[config.mk]
export PLATFORM = sky130hd
export DESIGN_NAME = calendar_date_day_adder_unit
export DESIGN_NICKNAME = d
export VERILOG_FILES = /design/src/cdda_pkg.sv /design/src/cdda_front.sv /design/src/cdda_queue.sv /design/src/cdda_back.sv /design/src/calendar_date_day_adder_unit.sv
export SDC_FILE = /design/constraint.sdc
export NUM_CORES = 1
export LEC_CHECK = 0
export ABC_AREA = 1
export BUFFER_PORTS_ARGS = -buffer_cell sky130_fd_sc_hd__buf_2
export CAP_MARGIN = 20
export CORE_ASPECT_RATIO = 0.75
export CORE_UTILIZATION = 45
export DETAILED_ROUTE_END_ITERATION = 10
export GPL_TIMING_DRIVEN = 0
export SLEW_MARGIN = 20
export SYNTH_ARGS = -nofsm -noshare
export SYNTH_HDL_FRONTEND = slang
export SYNTH_SLANG_ARGS = --single-unit
[constraint.sdc]
create_clock -name clk -period 5.2 [get_ports clk]
set_clock_uncertainty 0.1 [all_clocks]
set_input_delay 0.26 -clock clk [delete_from_list [all_inputs] [get_ports clk]]
set_output_delay 0.26 -clock clk [all_outputs]
set_load 0.01 [all_outputs]
[src/cdda_pkg.sv]
// cdda_pkg: command codes, calendar constants and month-length helpers
// shared by the front, back and top of the calendar date day adder
// no dependencies
`default_nettype none

package cdda_pkg;

  localparam logic CMD_ADD  = 1'b0;
  localparam logic CMD_LOAD = 1'b1;

  localparam int MONTH_BITS = 4;
  localparam int DAY_BITS   = 5;
  localparam int YMOD_BITS  = 9;

  localparam logic [MONTH_BITS-1:0] MONTH_JAN = 4'd1;
  localparam logic [MONTH_BITS-1:0] MONTH_FEB = 4'd2;
  localparam logic [MONTH_BITS-1:0] MONTH_DEC = 4'd12;
  localparam logic [DAY_BITS-1:0]   DAY_FIRST = 5'd1;

  // ceil(2^33 / 25), exact quotient by 25 for any 28-bit dividend
  localparam logic [28:0]           RECIP_25   = 29'd343597384;
  localparam logic [YMOD_BITS-1:0]  YMOD_LAST  = 9'd399;
  localparam logic [YMOD_BITS-1:0]  CENT_1     = 9'd100;
  localparam logic [YMOD_BITS-1:0]  CENT_2     = 9'd200;
  localparam logic [YMOD_BITS-1:0]  CENT_3     = 9'd300;

  localparam int                    RESET_YEAR = 1970;
  localparam logic [YMOD_BITS-1:0]  RESET_YMOD = 9'd370;

  // leap test on the year taken modulo 400
  function automatic logic is_leap(input logic [YMOD_BITS-1:0] ymod);
    is_leap = (ymod[1:0] == 2'b00) && (ymod != CENT_1) && (ymod != CENT_2)
              && (ymod != CENT_3);
  endfunction

  function automatic logic [DAY_BITS-1:0] month_len(input logic [MONTH_BITS-1:0] m,
                                                    input logic leap);
    unique case (m)
      4'd2:                      month_len = leap ? 5'd29 : 5'd28;
      4'd4, 4'd6, 4'd9, 4'd11:   month_len = 5'd30;
      default:                   month_len = 5'd31;
    endcase
  endfunction

endpackage

`default_nettype wire

[src/cdda_front.sv]
// cdda_front: input stage, takes a transfer, masks the fields to the
// configured widths and clamps month and lower day bound
// depends on cdda_pkg
`default_nettype none

module cdda_front import cdda_pkg::*; #(
  parameter int YEAR_BITS  = 16,
  parameter int COUNT_BITS = 16
) (
  input  wire logic                  clk,
  input  wire logic                  rst,
  input  wire logic                  in_valid,
  output logic                       in_ready,
  input  wire logic                  cmd,
  input  wire logic [15:0]           day_count,
  input  wire logic [15:0]           new_year,
  input  wire logic [3:0]            new_month,
  input  wire logic [4:0]            new_day,
  output logic                       f_valid,
  input  wire logic                  f_ready,
  output logic                       f_cmd,
  output logic [COUNT_BITS-1:0]      f_count,
  output logic [YEAR_BITS-1:0]       f_year,
  output logic [MONTH_BITS-1:0]      f_month,
  output logic [DAY_BITS-1:0]        f_day
);

  logic [47:0]            year_ext;
  logic [47:0]            count_ext;
  logic [MONTH_BITS-1:0]  month_clamped;
  logic [DAY_BITS-1:0]    day_clamped;

  assign year_ext  = {32'd0, new_year};
  assign count_ext = {32'd0, day_count};

  always_comb begin
    priority if (new_month == 4'd0) begin
      month_clamped = MONTH_JAN;
    end else if (new_month > MONTH_DEC) begin
      month_clamped = MONTH_DEC;
    end else begin
      month_clamped = new_month;
    end
  end

  assign day_clamped = (new_day == 5'd0) ? DAY_FIRST : new_day;

  assign in_ready = !f_valid || f_ready;

  always_ff @(posedge clk) begin
    if (rst) begin
      f_valid <= 1'b0;
    end else if (in_ready) begin
      f_valid <= in_valid;
    end
  end

  always_ff @(posedge clk) begin
    if (in_valid && in_ready) begin
      f_cmd   <= cmd;
      f_count <= (cmd == CMD_ADD) ? count_ext[COUNT_BITS-1:0] : '0;
      f_year  <= year_ext[YEAR_BITS-1:0];
      f_month <= month_clamped;
      f_day   <= day_clamped;
    end
  end

endmodule

`default_nettype wire

[src/cdda_queue.sv]
// cdda_queue: two-entry queue between the front and the back
// no dependencies
`default_nettype none

module cdda_queue #(
  parameter int WIDTH = 42
) (
  input  wire logic              clk,
  input  wire logic              rst,
  input  wire logic              push_valid,
  output logic                   push_ready,
  input  wire logic [WIDTH-1:0]  push_data,
  output logic                   pop_valid,
  input  wire logic              pop_ready,
  output logic [WIDTH-1:0]       pop_data
);

  logic [WIDTH-1:0] mem [2];
  logic             wr_ptr;
  logic             rd_ptr;
  logic [1:0]       fill;
  logic             push;
  logic             pop;

  assign push_ready = (fill != 2'd2);
  assign pop_valid  = (fill != 2'd0);
  assign pop_data   = mem[rd_ptr];
  assign push       = push_valid && push_ready;
  assign pop        = pop_valid && pop_ready;

  always_ff @(posedge clk) begin
    if (rst) begin
      wr_ptr <= 1'b0;
      rd_ptr <= 1'b0;
      fill   <= 2'd0;
    end else begin
      if (push) begin
        wr_ptr <= !wr_ptr;
      end
      if (pop) begin
        rd_ptr <= !rd_ptr;
      end
      unique case ({push, pop})
        2'b10:   fill <= fill + 2'd1;
        2'b01:   fill <= fill - 2'd1;
        default: fill <= fill;
      endcase
    end
  end

  always_ff @(posedge clk) begin
    if (push) begin
      mem[wr_ptr] <= push_data;
    end
  end

endmodule

`default_nettype wire

[src/cdda_back.sv]
// cdda_back: date state, year modulo 400 by reciprocal multiplication on
// load, month walk on add, and the output register
// depends on cdda_pkg
`default_nettype none

module cdda_back import cdda_pkg::*; #(
  parameter int YEAR_BITS  = 16,
  parameter int COUNT_BITS = 16
) (
  input  wire logic                  clk,
  input  wire logic                  rst,
  input  wire logic                  q_valid,
  output logic                       q_ready,
  input  wire logic                  q_cmd,
  input  wire logic [COUNT_BITS-1:0] q_count,
  input  wire logic [YEAR_BITS-1:0]  q_year,
  input  wire logic [MONTH_BITS-1:0] q_month,
  input  wire logic [DAY_BITS-1:0]   q_day,
  output logic                       out_valid,
  input  wire logic                  out_ready,
  output logic [15:0]                cur_year,
  output logic [3:0]                 cur_month,
  output logic [4:0]                 cur_day,
  output logic                       year_wrapped
);

  localparam logic [2:0] ST_IDLE = 3'd0;
  localparam logic [2:0] ST_DIV  = 3'd1;
  localparam logic [2:0] ST_MOD  = 3'd2;
  localparam logic [2:0] ST_FIX  = 3'd3;
  localparam logic [2:0] ST_WALK = 3'd4;
  localparam logic [2:0] ST_DONE = 3'd5;

  logic [2:0]            state;
  logic [YEAR_BITS-1:0]  year;
  logic [YMOD_BITS-1:0]  ymod;
  logic [MONTH_BITS-1:0] month;
  logic [DAY_BITS-1:0]   day;
  logic [COUNT_BITS-1:0] left;
  logic                  wrapped;
  logic [23:0]           quot;

  logic [31:0]           year32;
  logic [56:0]           prod;
  logic [32:0]           quot_x400;
  logic [32:0]           rem_full;
  logic [DAY_BITS-1:0]   len;
  logic [COUNT_BITS:0]   sum;
  logic                  fits;
  logic [DAY_BITS-1:0]   step;
  logic [YEAR_BITS+15:0] year_wide;
  logic                  out_free;

  assign len = month_len(month, is_leap(ymod));

  // year / 400 taken as (year / 16) / 25 by reciprocal multiplication
  assign year32    = 32'(year);
  assign prod      = {29'd0, year32[31:4]} * {28'd0, RECIP_25};
  assign quot_x400 = {1'b0, quot, 8'd0} + {2'd0, quot, 7'd0} + {5'd0, quot, 4'd0};
  assign rem_full  = {1'b0, year32} - quot_x400;

  assign sum       = {{(COUNT_BITS + 1 - DAY_BITS){1'b0}}, day} + {1'b0, left};
  assign fits      = sum <= {{(COUNT_BITS + 1 - DAY_BITS){1'b0}}, len};
  assign step      = len - day + DAY_FIRST;
  assign year_wide = {16'd0, year};
  assign out_free  = !out_valid || out_ready;
  assign q_ready   = (state == ST_IDLE);

  always_ff @(posedge clk) begin
    if (rst) begin
      state   <= ST_IDLE;
      year    <= YEAR_BITS'(RESET_YEAR);
      ymod    <= RESET_YMOD;
      month   <= MONTH_JAN;
      day     <= DAY_FIRST;
      wrapped <= 1'b0;
      left    <= '0;
    end else begin
      unique case (state)
        ST_IDLE: begin
          if (q_valid) begin
            wrapped <= 1'b0;
            if (q_cmd == CMD_LOAD) begin
              year  <= q_year;
              ymod  <= '0;
              month <= q_month;
              day   <= q_day;
              state <= ST_DIV;
            end else begin
              left  <= q_count;
              state <= ST_WALK;
            end
          end
        end
        ST_DIV: begin
          state <= ST_MOD;
        end
        ST_MOD: begin
          ymod  <= rem_full[YMOD_BITS-1:0];
          state <= ST_FIX;
        end
        ST_FIX: begin
          if (day > len) begin
            day <= len;
          end
          state <= ST_DONE;
        end
        ST_WALK: begin
          if (fits) begin
            day   <= sum[DAY_BITS-1:0];
            state <= ST_DONE;
          end else begin
            left <= left - {{(COUNT_BITS - DAY_BITS){1'b0}}, step};
            day  <= DAY_FIRST;
            if (month == MONTH_DEC) begin
              month <= MONTH_JAN;
              if (year == {YEAR_BITS{1'b1}}) begin
                year    <= '0;
                ymod    <= '0;
                wrapped <= 1'b1;
              end else begin
                year <= year + 1'b1;
                ymod <= (ymod == YMOD_LAST) ? '0 : ymod + 1'b1;
              end
            end else begin
              month <= month + 1'b1;
            end
          end
        end
        ST_DONE: begin
          if (out_free) begin
            state <= ST_IDLE;
          end
        end
        default: begin
          state <= ST_IDLE;
        end
      endcase
    end
  end

  always_ff @(posedge clk) begin
    if (state == ST_DIV) begin
      quot <= prod[56:33];
    end
  end

  always_ff @(posedge clk) begin
    if (rst) begin
      out_valid <= 1'b0;
    end else if (state == ST_DONE && out_free) begin
      out_valid <= 1'b1;
    end else if (out_ready) begin
      out_valid <= 1'b0;
    end
  end

  always_ff @(posedge clk) begin
    if (state == ST_DONE && out_free) begin
      cur_year     <= year_wide[15:0];
      cur_month    <= month;
      cur_day      <= day;
      year_wrapped <= wrapped;
    end
  end

  // stored date stays a legal calendar date outside a load in progress
  a_month_range: assert property (@(posedge clk) disable iff (rst)
    (state == ST_IDLE || state == ST_WALK || state == ST_DONE)
      |-> (month >= MONTH_JAN && month <= MONTH_DEC && day >= DAY_FIRST && day <= len))
    else $error("stored date out of range");

  a_ymod_range: assert property (@(posedge clk) disable iff (rst)
    ymod <= YMOD_LAST)
    else $error("year modulo 400 out of range");

  a_walk_left: assert property (@(posedge clk) disable iff (rst)
    (state == ST_WALK && !fits) |=> (left < $past(left)))
    else $error("month walk made no progress");

  a_load_no_wrap: assert property (@(posedge clk) disable iff (rst)
    (state == ST_FIX) |-> !wrapped)
    else $error("wrap flag set on a load");

endmodule

`default_nettype wire

[src/calendar_date_day_adder_unit.sv]
// calendar_date_day_adder_unit: top level, front stage, queue and back
// depends on cdda_pkg, cdda_front, cdda_queue, cdda_back
//
//   channel  handshake              payload
//   in       in_valid / in_ready    cmd, day_count, new_year, new_month, new_day
//   out      out_valid / out_ready  cur_year, cur_month, cur_day, year_wrapped
//
// an add goes from IDLE into the month walk in the back, which crosses one month
//   per step in WALK, then through DONE to the output register
// a load goes through the DIV and MOD states of the back, which take the year
//   modulo 400, and FIX, which clamps the day, then DONE and the output register
// reset gives 1970-01-01 and empties queue and output register
// a stalled output holds the back; the front and queue keep taking up to
//   three further items
`default_nettype none

module calendar_date_day_adder_unit import cdda_pkg::*; #(
  parameter int YEAR_BITS  = 16,
  parameter int COUNT_BITS = 16
) (
  input  wire logic        clk,
  input  wire logic        rst,
  input  wire logic        in_valid,
  output logic             in_ready,
  input  wire logic        cmd,
  input  wire logic [15:0] day_count,
  input  wire logic [15:0] new_year,
  input  wire logic [3:0]  new_month,
  input  wire logic [4:0]  new_day,
  output logic             out_valid,
  input  wire logic        out_ready,
  output logic [15:0]      cur_year,
  output logic [3:0]       cur_month,
  output logic [4:0]       cur_day,
  output logic             year_wrapped
);

  localparam int Q_WIDTH = 1 + COUNT_BITS + YEAR_BITS + MONTH_BITS + DAY_BITS;

  logic                  f_valid;
  logic                  f_ready;
  logic                  f_cmd;
  logic [COUNT_BITS-1:0] f_count;
  logic [YEAR_BITS-1:0]  f_year;
  logic [MONTH_BITS-1:0] f_month;
  logic [DAY_BITS-1:0]   f_day;

  logic                  q_valid;
  logic                  q_ready;
  logic [Q_WIDTH-1:0]    q_data;
  logic                  q_cmd;
  logic [COUNT_BITS-1:0] q_count;
  logic [YEAR_BITS-1:0]  q_year;
  logic [MONTH_BITS-1:0] q_month;
  logic [DAY_BITS-1:0]   q_day;

  cdda_front #(
    .YEAR_BITS  (YEAR_BITS),
    .COUNT_BITS (COUNT_BITS)
  ) u_front (
    .clk       (clk),
    .rst       (rst),
    .in_valid  (in_valid),
    .in_ready  (in_ready),
    .cmd       (cmd),
    .day_count (day_count),
    .new_year  (new_year),
    .new_month (new_month),
    .new_day   (new_day),
    .f_valid   (f_valid),
    .f_ready   (f_ready),
    .f_cmd     (f_cmd),
    .f_count   (f_count),
    .f_year    (f_year),
    .f_month   (f_month),
    .f_day     (f_day)
  );

  cdda_queue #(
    .WIDTH (Q_WIDTH)
  ) u_queue (
    .clk        (clk),
    .rst        (rst),
    .push_valid (f_valid),
    .push_ready (f_ready),
    .push_data  ({f_cmd, f_count, f_year, f_month, f_day}),
    .pop_valid  (q_valid),
    .pop_ready  (q_ready),
    .pop_data   (q_data)
  );

  assign {q_cmd, q_count, q_year, q_month, q_day} = q_data;

  cdda_back #(
    .YEAR_BITS  (YEAR_BITS),
    .COUNT_BITS (COUNT_BITS)
  ) u_back (
    .clk          (clk),
    .rst          (rst),
    .q_valid      (q_valid),
    .q_ready      (q_ready),
    .q_cmd        (q_cmd),
    .q_count      (q_count),
    .q_year       (q_year),
    .q_month      (q_month),
    .q_day        (q_day),
    .out_valid    (out_valid),
    .out_ready    (out_ready),
    .cur_year     (cur_year),
    .cur_month    (cur_month),
    .cur_day      (cur_day),
    .year_wrapped (year_wrapped)
  );

endmodule

`default_nettype wire

==> summary.txt, run 1 <==
layout cell share with drive strength beyond 1 -> 10.53%
Setup crit end -> u_back.quot[2]
Final WS setup -> 0.1559 ns
Finished Layout Cells -> 2247
CTS root buf -> clkbuf_16
Worst R2R Start -> u_back.year[7]
Avg WL per Cell -> 17.33 um
die height -> 158.8 um
Die Wd -> 211.0 um
initial antenna violation count -> 0
die area -> 33510 sq um
Fill cells -> 2964
r2r worst-path depth -> 17
Fmax achieved -> 198.3 MHz
max_cap viols -> 0
clock tree from TritonCTS -> yes
gpl congestion -> 0.9292
DRC errors left -> 0
final setup violation count -> 0
Layout Utilization -> 53.06%
largest net degree at the start of global routing -> 28
vias in the first global route -> 10950
I/O Buffers -> 72
Worst-path clk slew -> 0.07 ns
r2r setup slk -> 0.16 ns
worst endpoint data arrival time -> 5.22 ns
RSZ-0062 raised after global routing -> yes
mapped cell area -> 14750 sq um
critical path depth -> 17
Placed Cells -> 2157
share of the synthesized area in the top cell type -> 31.97%
Mapped Nets -> 1908
ANT nets after route -> 0
crit-path cells -> fa_2, inv_1, fa_1, inv_1, fa_1, fa_1, inv_1, fa_1, inv_1, ha_1, a21oi_2, o21ai_1, o21ai_0, a21oi_1, nor3_1, nand2_1, xor2_1
Fin Setup TNS -> 0 ns
Critical Path Start Type -> register
Vias/cell -> 5.134
area grow syn2layout -> 16.24%
most area-hungry cell type in the Yosys netlist -> edfxtp_1
Tmin final -> 5.044 ns
core area -> 32310 sq um
crit path max fanout -> 12
R2R Path End -> u_back.quot[2]
Worst Setup SP -> u_back.year[7]
# nets final -> 2056
Detailed Route WL -> 38950 um
via count -> 11540
area of the multi-input gates -> 7607 sq um
Max transition margin -> 49.61%
H-tree depth -> 1
GRT overflow -> 0
number of diodes -> 0
Iter 0 DRT Violations -> 1029
FP Rows -> 57
I/O pins -> 74
top post-synthesis cells by area -> edfxtp_1 (32%), ha_1 (12%), fa_1 (11%)
Initial Util -> 45.65%
TritonCTS buffer count -> 24
CP max stage delay -> 0.65 ns
HP Class -> in -> reg
TritonRoute pass-1 iters -> 5
first-pass GRT wire length -> 61170 um
Clock Path Buffers -> 3
Setup WS pre-CTS -> -0.3954 ns
Max Slew Vio Count -> 0
hold violation total from the final report -> 0
clk_lat worst skew -> 0.55 ns
syn_area_per_cell -> 8.998 sq um
Crit. End Element -> register
register area share after synthesis -> 40.25%
status -> completed
Worst Path Buf+Inv -> 4
GRT Total Usage -> 23.78%
Sink Count -> 218
synthesized flop and latch total -> 218
Syn. warnings -> 0
Tcrit/Tclk final -> 97.00%
Data required, critical path -> 5.37 ns
Yosys cell types -> 55
slowest cell on the critical path -> fa_2
Reg area -> 5962 sq um
DP HPWL -> 30120 um
Slew @ Worst Pin -> 0.7480 ns
cell count after synthesis -> 1639
Top delay family on crit path -> adder cells
WS Path Type -> reg -> reg
[sequential cells by signal, indices dropped and copies added (netlist names), 2 cells and up, named ones only]
| name | flops |
|---|---|
| u_back.cur_day | 5 |
| u_back.cur_month | 4 |
| u_back.cur_year | 16 |
| u_back.day | 5 |
| u_back.left | 16 |
| u_back.month | 4 |
| u_back.quot | 5 |
| u_back.state | 3 |
| u_back.year | 16 |
| u_back.ymod | 9 |
| u_front.f_count | 16 |
| u_front.f_day | 5 |
| u_front.f_month | 4 |
| u_front.f_year | 16 |
| u_queue.fill | 2 |
| u_queue.mem | 84 |
[synthesized netlist by cell type (all sizes together)]
cell type / instances
o41ai: 2
a211oi: 3
xnor2: 8
nor4: 2
or2: 6
ha: 142
o22ai: 5
a311oi: 1
a221oi: 1
a22oi: 1
fa: 81
o31ai: 1
o21a: 2
inv: 286
xor2: 30
o2bb2ai: 1
clkinv: 1
a21o: 1
nand3b: 3
o32ai: 4
mux2i: 3
nand3: 80
and2b: 1
o21bai: 1
a21oi: 67
o311ai: 2
buf: 14
o2111ai: 1
a31oi: 3
and2: 1
nor2: 147
clkbuf: 31
nor3: 28
nand2: 361
o211ai: 2
o21ai: 50
nand4: 44
edfxtp: 157
a31o: 1
a22o: 2
a32oi: 1
dfxtp: 61
[routing by layer]
metal / track usage (%) / routed length [um] / up-vias
met1: 38.70 / 19870 / 5440
li1: - / - / 5630
met4: 4.150 / 520 / 0
met5: 0 / 0 / -
met3: 5.301 / 3614 / 36
met2: 31.82 / 14950 / 429
[cells in the final DEF, fill, tap and decap left out, types with 4 or more instances in the layout]
cell type      synthesis  final
buf_4                  6      7
buf_12                 0      4
dlygate4sd3_1          0     44
inv_2                  7      9
a21oi_2                1      5
nor2_1               142    138
dfxtp_1               61     52
nor3_1                25     23
inv_1                279    277
fa_1                  81     79
o22ai_1                5      5
o32ai_1                4      4
xnor2_1                8      8
o21ai_0               49     47
nand2_2                4      5
xor2_1                30     29
nand2_1              357    356
nand3_1               75     75
clkbuf_1              31     33
nand3_2                4      4
nand4_1               44     44
or2_2                  6      6
dfxtp_4                0      6
edfxtp_1             157    157
nor2_4                 2      6
a21oi_1               66     62
clkinv_2               0      6
buf_2                  3     75
nor3_2                 3      5
ha_1                 142    141
clkbuf_16              0     24
[cells by family (layout without fill, tap and decap cells)]
group                      Yosys count  count (layout)  share of synthesized area [%]
adders and majority gates          223             223                          23.04
AOI/OAI and AO/OA                  152             152                          5.930
DFF                                218             218                          40.25
buffers and inverters              332             498                          8.730
and+or+nand+nor                    673             673                          19.59
xor gates and xnor gates            38              38                          2.257
muxes                                3               3                         0.2036
[what timing repair did]
| item | 4_1_cts | 5_1_grt |
|---|---|---|
| endpoints found under the setup margin | 5 | 5 |
| hold buffers | 44 | 0 |
| pin swaps | 0 | 4 |
| setup buffers | 0 | 2 |
| resized for setup | 13 | 20 |
| gates cloned | 0 | 0 |
| endpoints found under the hold margin | 43 | 0 |
[worst min-delay path by stage]
stage / cells past startpoint / to / slack, ns / start
final: 4 / u_back.out_valid / 0.009 / out_ready
after global routing: 4 / u_back.out_valid / 0.01 / out_ready
after CTS: 4 / u_back.out_valid / 0.00007 / out_ready
after detailed placement: 0 / u_queue.mem[1][13] / 0.33 / u_front.f_year[4]
after global placement: 0 / u_queue.mem[0][29] / 0.32 / u_front.f_count[4]
after floorplan: 0 / u_front.f_cmd / 0.26 / cmd
[worst min-delay path, cell delays in order]
cell and delay (ns):
buf_2 0.07, nor2_1 0.08, inv_1 0.08, a21oi_1 0.08
[per-stage QoR]
stage,instance area (sq um),hold WS [ns]
5_1_grt,17140,0.01429
3_3_place_gp,15660,0.3232
3_5_place_dp,15770,0.3313
4_1_cts,17050,0.00006517
6_report,17140,0.009490
2_1_floorplan,14750,0.2589
[layout make-up]
class,count,share of cell area (%)
plain buffers,45,1.226
clock buffers,26,3.547
clock inverters,18,1.219
inverters,287,6.284
multi-input cells,1089,44.38
flip-flops and latches,218,34.78
well taps,442,3.226
repair buffers,122,5.343
Power of run 1 is left out: the tool's default activity adds up to more than one toggle a clock period on the data nets, which glitch-free logic cannot reach.
==> run 2, diff against run 1 <==
Settings changed: CELL_PAD_IN_SITES_DETAIL_PLACEMENT set to 1, CELL_PAD_IN_SITES_GLOBAL_PLACEMENT set to 1, PLACE_DENSITY_LB_ADDON set to 0.1.
==> run 2 against run 1 <==
Effect of this change: worst hold slack better by 0.015 ns; via count is 2.4% higher; sequential share of layout area hardly changed; worst setup slack worse by 0.011 ns; highest routed layer is now met5.
==> summary.txt, run 2 (synthesis results as in run 1) <==
status -> completed
Max Slew Vio Count -> 0 (unchanged)
die area -> 33510 sq um (unchanged)
largest net degree at the start of global routing -> 38 (+36%)
hold endpoint -> u_back.out_valid
CTS root buf -> clkbuf_16
worst endpoint data arrival time -> 5.22 ns (about the same)
Max transition margin -> 45.55% (-4.1 points)
Worst-path clk slew -> 0.06 ns (about the same)
I/O Buffers -> 72 (unchanged)
Reg area -> 5967 sq um (about the same)
initial antenna violation count -> 1 (+1)
RSZ-0062 raised after global routing -> no
WHS Path Cells -> 4 (unchanged)
via count -> 11810 (+2.4%)
R2R Path End -> u_back.quot[2]
core area -> 32310 sq um (unchanged)
ANT nets after route -> 0 (unchanged)
Initial Util -> 45.65% (unchanged)
Crit. End Element -> register
HP Class -> in -> reg
first-pass GRT wire length -> 69240 um (+13%)
layout cell share with drive strength beyond 1 -> 10.90% (+0.37 points)
Slew @ Worst Pin -> 0.8168 ns (+0.06884 ns)
fin area -> 17160 sq um (about the same)
met1 global-route usage -> 44.77% (+6.1 points)
Fill cells -> 3772 (+27%)
Detailed Route WL -> 44710 um (+15%)
Vias/cell -> 5.228 (+1.8%)
H-tree depth -> 1 (unchanged)
gpl congestion -> 0.9299 (about the same)
# nets final -> 2069 (+0.63%)
most used routing layer -> met1
Avg WL per Cell -> 19.79 um (+14%)
met2 usage -> 37.51% (+5.7 points)
Critical Path Start Type -> register
area of the multi-input gates -> 7644 sq um (+0.48%)
crit path max fanout -> 12 (unchanged)
grt met3 use -> 5.597% (+0.30 points)
clk_lat worst skew -> 0.53 ns (-0.02 ns)
die height -> 158.8 um (unchanged)
DRC errors left -> 0 (unchanged)
GRT overflow -> 0 (unchanged)
worst hold start -> out_ready
final setup violation count -> 0 (unchanged)
FP Rows -> 57 (unchanged)
r2r worst-path depth -> 15 (-2)
Die Wd -> 211.0 um (unchanged)
Fmax achieved -> 197.8 MHz (-0.23%)
final hold slack -> 0.02405 ns (+0.01456 ns)
max_cap viols -> 0 (unchanged)
Data required, critical path -> 5.36 ns (about the same)
max FFs per register -> 84 (unchanged)
Iter 0 DRT Violations -> 882 (-14%)
Sink Count -> 218 (unchanged)
Tmin final -> 5.056 ns (+0.01139 ns)
hold violation total from the final report -> 0 (unchanged)
Tcrit/Tclk final -> 97.22% (+0.22 points)
area grow syn2layout -> 16.35% (about the same)
crit-path cells -> fa_1, fa_1, fa_1, inv_1, fa_1, fa_1, inv_1, ha_1, a21oi_1, o21ai_0, inv_1, a21oi_1, nor3_2, nand2_1, xor2_1
vias in the first global route -> 12050 (+10%)
Worst R2R Start -> u_back.year[10]
TritonCTS buffer count -> 23 (-4.2%)
clock tree from TritonCTS -> yes
DP HPWL -> 34840 um (+16%)
highest-count cells in the layout ignoring fill and taps -> nand2_1 (355), inv_1 (277), edfxtp_1 (157)
I/O pins -> 74 (unchanged)
slowest cell on the critical path -> fa_1
Clock Path Buffers -> 3 (unchanged)
GRT Total Usage -> 27.44% (+3.7 points)
CP max stage delay -> 0.71 ns (+0.06 ns)
most common library cell in the layout ignoring fill and taps -> nand2_1
Worst path most repeated cell -> fa_1
r2r setup slk -> 0.14 ns (about the same)
number of diodes -> 0 (unchanged)
WS Path Type -> reg -> reg
Most flops, register -> u_queue.mem
TritonRoute pass-1 iters -> 5 (unchanged)
placed inst area -> 15760 sq um (about the same)
run 2: final cells by class:
type                       instances  area share, %
clock inverter                    11         0.4521
tap                              442          3.223
clock buffer                      31          3.653
inverter                         287          6.278
multi-input combinational       1089          44.55
buffer                            45          1.225
timing repair buffer             136          5.848
sequential                       218          34.77
run 2: worst max-delay path by stage:
| stage | start | to | slack [ns] | cells past startpoint |
|---|---|---|---|---|
| 6_report | u_back.year[10] | u_back.quot[2] | 0.14 | 15 |
| 2_1_floorplan | u_back.year[7] | u_back.quot[4] | 0.46 | 17 |
| 3_5_place_dp | u_back.year[8] | u_back.quot[2] | -0.48 | 17 |
| 3_3_place_gp | u_back.year[8] | u_back.quot[2] | -0.46 | 17 |
| 5_1_grt | u_back.year[15] | u_back.quot[3] | 0.009 | 17 |
| 4_1_cts | u_back.year[9] | u_back.quot[2] | 0.003 | 17 |
run 2: per-layer routing:
| layer | up-vias | wire length [um] |
|---|---|---|
| li1 | 5662 | - |
| met1 | 5769 | 23290 |
| met2 | 345 | 17690 |
| met3 | 32 | 3209 |
| met4 | 2 | 493 |
| met5 | - | 16 |
run 2: repair_timing:
action / 4_1_cts / 5_1_grt
pin swaps: 0 / 8
gates resized for setup: 18 / 22
buffers inserted: 0 / 17
setup endpoints to repair: 5 / 5
hold buffers: 44 / 0
endpoints found under the hold margin: 42 / 0
run 2: critical path: cells and delay by family, from the launching register on:
family                     cells  cell delay, ns
buffers and inverters          3            0.27
AOI/OAI and AO/OA              3            0.39
and+or+nand+nor                2            0.45
DFF                            1            0.43
adders and majority gates      6            2.97
xor gates and xnor gates       1            0.17
run 2: metrics by stage:
stage / std cells / setup WS [ns] / util, % / TNS [ns]
CTS: 2242 / 0.003252 / 52.46 / 0
global route: 2259 / 0.008597 / 53.11 / 0
floorplan: 1639 / 0.4626 / - / 0
detailed placement: 2156 / -0.4765 / 48.78 / -1.820
global placement: 2153 / -0.4578 / 48.48 / -1.640
finish: 2259 / 0.1445 / 53.11 / 0
Power of run 2 is left out for the same reason.
